==> config.mk <==
export PLATFORM = sky130hd
export DESIGN_NAME = swwsc_ram
export DESIGN_NICKNAME = d
export VERILOG_FILES = /design/src/swwsc_ram.sv
export SDC_FILE = /design/constraint.sdc
export NUM_CORES = 1
export LEC_CHECK = 0
export BUFFER_PORTS_ARGS = -buffer_cell sky130_fd_sc_hd__buf_2
export CORE_ASPECT_RATIO = 0.9
export CORE_MARGIN = 4
export CORE_UTILIZATION = 55
export CTS_CLUSTER_SIZE = 8
export DETAILED_ROUTE_END_ITERATION = 8
export HOLD_SLACK_MARGIN = 0.12
export MAX_ROUTING_LAYER = met4
export PLACE_DENSITY = 0.74
export SLEW_MARGIN = 20
export SYNTH_ARGS = -nofsm -noshare
export SYNTH_HDL_FRONTEND = slang
export SYNTH_SLANG_ARGS = --single-unit
==> constraint.sdc <==
create_clock -name clk -period 2.9 [get_ports clk]
set_clock_uncertainty 0.15 [all_clocks]
set_input_delay 0.58 -clock clk [delete_from_list [all_inputs] [get_ports clk]]
set_output_delay 0.58 -clock clk [all_outputs]
set_load 0.1 [all_outputs]
==> src/swwsc_ram.sv <==
// generic simple dual-port ram, one write and one registered read port
// read returns the old contents when the same entry is written that cycle
module swwsc_ram #(
  parameter int WIDTH = 8,
  parameter int DEPTH = 16,
  localparam int AW = (DEPTH > 1) ? $clog2(DEPTH) : 1
) (
  input  logic             clk,
  input  logic             we,
  input  logic [AW-1:0]    waddr,
  input  logic [WIDTH-1:0] wdata,
  input  logic [AW-1:0]    raddr,
  output logic [WIDTH-1:0] rdata
);

  logic [WIDTH-1:0] mem [DEPTH];

  always_ff @(posedge clk) begin
    if (we) begin
      mem[waddr] <= wdata;
    end
    rdata <= mem[raddr];
  end

endmodule

==> reports/metrics.yaml, run 1 <==
finalSetupViolCount: 0
slowest_stage: "buf_2"
postSynthAreaPerCell_sq_um: 22.5
hold_buffers: 0
via_count: 2446
cts_tree: "built"
cts_setup_buffers: 0
setup_slack_ns: 0.839
endpoint_kind: "primary output"
place_hpwl_mm: 6.20
grt_pass1_vias: 2442
htree_levels: 4
critPathKind: "reg2out"
cts_buffer_depth: 2
ys_ff_latch: 136
final_nets: 300
crit_start: "rdata[2]"
status: "finished clean"
io_buffers: 25
leakagePower_nw: 2.07
startpoint_type: "flop"
final_antenna_net_count: 0
tightest_slew_ns: 0.779
antennaDiodeCount: 0
antenna_found_initial: 0
post-route-period-util: 0.711
cp_top_family: "buffers and inverters"
grt_first_pass_wirelength_mm: 14.9
hold_path_depth: 1
dp_slack_ns: 0.509
dieArea_sq_um: 11000
clock-root-buffer: "clkbuf_8"
initial_core_util: 0.564
slowest_delay_ns: 0.44
path_buf_inv: 1
final_max_slew_viol_count: 0
setup-tns-final_ns: 0
finalHoldViolations: 0
grt_overflow: 0
die_w_um: 110
hold_path_class: "in2reg"
dieHeight_um: 99.8
syn-num-nets: 247
via_per_inst: 5.87
area_growth_pct: 18.0
grt_max_degree: 26
syn_area_sq_um: 5150
core_sq_um: 9130
clk_pin_slew_ns: 0.06
reg2regPathDepth: 3
holdCritStartpoint: "wdata[0]"
peakVddDrop_uv: 456
drive_above_1_share: 0.319
fill_cells: 593
cts.sinks: 136
power_w: 0.00454
cp.arrival_ns: 1.33
routed_wl_mm: 9.80
yosys_warnings: 0
crit_fanout: 1
rsz0062_at_grt: "no"
io_pins: 26
rows: 33
required_ns: 2.17
max_slew_margin: 0.479
drc: 0
grt.total_usage: 0.205
yosysSeqAreaShare: 0.778
wl_per_cell_um: 23.5
clock_latency_ns: 0.52
fmax_mhz: 485
min_period_ns: 2.06
path_cells: "buf_2"
reg2reg_from: "mem[3][4]"
worstSetupPathDepth: 1
numCtsBuffers: 17
drv_cap: 0
post_cts_resized: 0
synth.distinct_cells: 19
drt-initial-drc-count: 219
dr.pass1.iters: 4
p_per_area_nw_per_um2: 748
gp_congestion: 0.730
syn-instance-count: 229
==> registers in the layout, summed over array words and instances, names as in the netlist <==
name,cells
mem,128
rdata,8
==> power by group <==
part / switching, W / internal [W]
sequential: 0.0000141 / 0.00220
combinational: 0.000207 / 0.0000882
clock: 0.000810 / 0.00123
total: 0.00103 / 0.00351
==> final timing paths <==
check	end	slack [ns]
worst min-delay path	mem[2][0]	0.29
worst max-delay path	rdata[2]	0.84
worst min register to register	rdata[1]	0.52
worst max register to register	rdata[4]	1.35
==> through the flow <==
step           hold slack (ns)  std cells  area, sq um   util
2_1_floorplan            0.479        229         5150      -
3_3_place_gp             0.495        385         5510  0.603
3_5_place_dp             0.506        385         5510  0.603
4_1_cts                  0.273        417         6070  0.666
5_1_grt                  0.289        417         6070  0.666
6_report                 0.291        417         6070  0.666
==> layer usage <==
| metal | vias to the layer above | GRT usage | share of wire |
|---|---|---|---|
| met5 | - | - | 0 |
| met4 | 0 | 0.0748 | 0.016 |
| met3 | 15 | 0.0527 | 0.068 |
| met2 | 89 | 0.294 | 0.48 |
| met1 | 1259 | 0.287 | 0.44 |
| li1 | 1083 | - | - |
==> cells by family after synthesis <==
logic type	after synthesis	share of synthesized area
muxes	32	0.150
and+or+nand+nor	35	0.0318
buffers and inverters	10	0.0168
AOI/OAI and AO/OA	16	0.0233
DFF	136	0.778
==> layout make-up <==
class | instances | area [sq um] | share of cell area
flip-flops and latches | 136 | 4000 | 0.659
multi-input cells | 83 | 1060 | 0.174
clock buffers | 18 | 418 | 0.0688
repair buffers | 44 | 293 | 0.0482
well taps | 122 | 153 | 0.0251
clock inverters | 14 | 149 | 0.0245
==> synthesized netlist by cell type, drive strengths merged <==
library cell,count,area (sq um)
edfxtp,128,3840
mux4,32,773
a22oi,16,120
nor2,13,48.8
nand2,9,33.8
dfxtp,8,160
buf,7,56.3
nor3,4,20.0
clkdlybuf4s25,3,30.0
nand2b,2,12.5
nand3b,2,15.0
and2,1,6.26
and2b,1,7.51
nand3,1,5.00
nor2b,1,6.26
or3b,1,8.76
==> cell usage in the layout, fill, tap and decap left out, drive strengths merged <==
master and count:
nand2 9, inv 3, clkinv 5, clkbuf 18, a22oi 16, buf 44
nand3b 2, bufinv 2, nor2 13, nand2b 2, mux4 32, nor2b 1
dfxtp 8, edfxtp 128, and2 1, nand3 1, clkinvlp 4, and2b 1
or3b 1, nor3 4
Note: power is estimated with default switching activity, not from simulation.
==> inputs of run 2 (changes only) <==
--- a/config.mk
+++ b/config.mk
@@ -5,6 +5,7 @@
 export SDC_FILE = /design/constraint.sdc
 export NUM_CORES = 1
 export LEC_CHECK = 0
+export ABC_AREA = 1
 export BUFFER_PORTS_ARGS = -buffer_cell sky130_fd_sc_hd__buf_2
 export CORE_ASPECT_RATIO = 0.9
 export CORE_MARGIN = 4
@@ -13,7 +14,7 @@
 export DETAILED_ROUTE_END_ITERATION = 8
 export HOLD_SLACK_MARGIN = 0.12
 export MAX_ROUTING_LAYER = met4
-export PLACE_DENSITY = 0.74
+export PLACE_DENSITY = 0.73
 export SLEW_MARGIN = 20
 export SYNTH_ARGS = -nofsm -noshare
 export SYNTH_HDL_FRONTEND = slang
==> constraint.sdc (replaced) <==
create_clock -name clk -period 1.93 [get_ports clk]
set_clock_uncertainty 0.15 [all_clocks]
set_input_delay 0.386 -clock clk [delete_from_list [all_inputs] [get_ports clk]]
set_output_delay 0.386 -clock clk [all_outputs]
set_load 0.1 [all_outputs]
==> reports/metrics.yaml, run 2 <==
leakagePower_nw: 2.93
status: "finished clean"
postSynthAreaPerCell_sq_um: 10.5
grt.total_usage: 0.220
cts_buffer_depth: 2
grt_first_pass_wirelength_mm: 19.3
placed_area_sq_um: 6100
die_w_um: 116
power_frac_comb: 0.077
finalSetupViolCount: 0
dieHeight_um: 105
synth.distinct_cells: 12
area_growth_pct: 15.7
top_register: "mem"
p_seq_frac: 0.476
antennaDiodeCount: 0
p_sw_frac: 0.236
yosysTopAreaCell: "edfxtp_1"
cp_top_family: "buffers and inverters"
required_ns: 1.39
drt-initial-drc-count: 407
setup-tns-final_ns: 0
hold_path_class: "in2reg"
cts_tree: "built"
dieArea_sq_um: 12200
peakVddDrop_uv: 611
largest_reg_flops: 128
yosysSeqAreaShare: 0.694
critPathKind: "reg2out"
synth_common_cells: "173 x nand2_1, 128 x edfxtp_1, 100 x inv_1"
post_cts_resized: 0
yosys.area.top_type_share: 0.667
core_sq_um: 10200
place_hpwl_mm: 7.38
rsz0062_at_grt: "no"
grt_pass1_vias: 3642
clockPowerShare: 0.448
hold_buffers: 0
rrSetupSlack_ns: 0.76
numCtsBuffers: 17
wl_per_cell_um: 16.6
ys.flop_type: "edfxtp_1"
drv_cap: 0
mostFrequentLayoutCells: "173 x nand2_1, 128 x edfxtp_1, 100 x inv_1"
ys_ff_latch: 136
fill_cells: 796
clk_pin_slew_ns: 0.05
dr.pass1.iters: 5
drive_above_1_share: 0.129
synth_area_leaders: "edfxtp_1 67%, nand2_1 11%, nand3_1 8.4%"
path_cells: "buf_2"
path_buf_inv: 1
post-route-util: 0.651
reg.largest.list: "mem: 128 flops, rdata: 8 flops"
grt_max_degree: 65
final_max_slew_viol_count: 0
startpoint_type: "flop"
via_per_inst: 5.19
clock_latency_ns: 0.41
cell_internal_pwr_w: 0.00534
tightest_slew_ns: 0.501
hold_path_depth: 3
r2r-end: "rdata[4]"
slowest_delay_ns: 0.44
critical_path.endpoint: "rdata[6]"
syn-instance-count: 551
antenna_found_initial: 0
fmax_mhz: 572
cts_setup_buffers: 0
min_period_ns: 1.75
p_per_area_nw_per_um2: 1050
drc: 0
yosysMostFrequentCell: "nand2_1"
slowest_stage: "buf_2"
syn_area_sq_um: 5770
clock-root-buffer: "clkbuf_16"
io_buffers: 25
final_antenna_net_count: 0
reg2regPathDepth: 6
crit_fanout: 1
yosys_warnings: 0
grt_overflow: 0
worstSetupPathDepth: 1
initial_core_util: 0.563
async_flop_share: 0
stdcell_area_sq_um: 6670
cts.sinks: 136
layout_commonest_cell: "nand2_1"
synth_edf_count: 128
final_nets: 612
htree_levels: 4
finalHoldViolations: 0
rows: 35
max_slew_margin: 0.668
post-route-period-util: 0.907
gp_congestion: 0.871
crit_start: "rdata[6]"
endpoint_kind: "primary output"
io_pins: 26
reg2reg_from: "mem[1][4]"
routed_wl_mm: 12.2
cp.arrival_ns: 1.21
p_switching_w: 0.00165
syn-num-nets: 569
via_count: 3818
[run 2: worst reg2reg max path, cell delays in order (launching register included)]
cell and delay (ns):
edfxtp_1 0.36, inv_1 0.07, nand2_1 0.06, nand3_1 0.12
nand3_1 0.14, nand3_1 0.10, nand2_1 0.06
[run 2: how the worst min path moves through the flow]
stage          startpoint         to  slack, ns
6_report         raddr[3]   rdata[6]       0.22
5_1_grt          raddr[3]   rdata[6]       0.22
3_5_place_dp   mem[10][6]   rdata[6]       0.50
3_3_place_gp    mem[6][7]   rdata[7]       0.50
4_1_cts          raddr[3]   rdata[6]       0.21
2_1_floorplan    wdata[0]  mem[0][0]       0.33
[run 2: cell type report]
type                    instances  area [sq um]  share of cell area
flip-flops and latches        136          4000               0.600
multi-input cells             289          1210               0.182
clock buffers                  18           429              0.0643
well taps                     129           161              0.0242
clock inverters                14           145              0.0218
repair buffers                 48           335              0.0503
inverters                     102           383              0.0574
[run 2: per-stage QoR]
step | std cells | setup slack [ns] | power (W) | hold WS [ns]
6_report | 736 | 0.180 | 0.00698 | 0.224
5_1_grt | 736 | 0.168 | 0.00720 | 0.217
4_1_cts | 736 | 0.175 | 0.00700 | 0.205
3_5_place_dp | 704 | 0.291 | 0.00391 | 0.497
3_3_place_gp | 704 | 0.289 | 0.00390 | 0.499
2_1_floorplan | 551 | 0.443 | 0.00375 | 0.335
[run 2: kinds of logic (layout without fill, tap and decap cells)]
| kind of cell | count (synthesis) | after routing | synth area share |
|---|---|---|---|
| buffers and inverters | 126 | 182 | 0.0952 |
| DFF | 136 | 136 | 0.694 |
| and+or+nand+nor | 289 | 289 | 0.210 |
[run 2: per-layer routing]
metal | vias to the layer above | track usage | share of wire
met5 | - | - | 0
met4 | 0 | 0.0588 | 0.013
li1 | 1856 | - | -
met1 | 1804 | 0.298 | 0.44
met2 | 144 | 0.334 | 0.47
met3 | 14 | 0.0550 | 0.071
[run 2: power groups by stage]
stage                     clock network [W]  logic [W]  registers, W
final                               0.00313   0.000534       0.00332
after global routing                0.00329   0.000580       0.00332
after CTS                           0.00315   0.000536       0.00332
after detailed placement                  0   0.000532       0.00338
after global placement                    0   0.000523       0.00338
after floorplan                           0   0.000233       0.00352
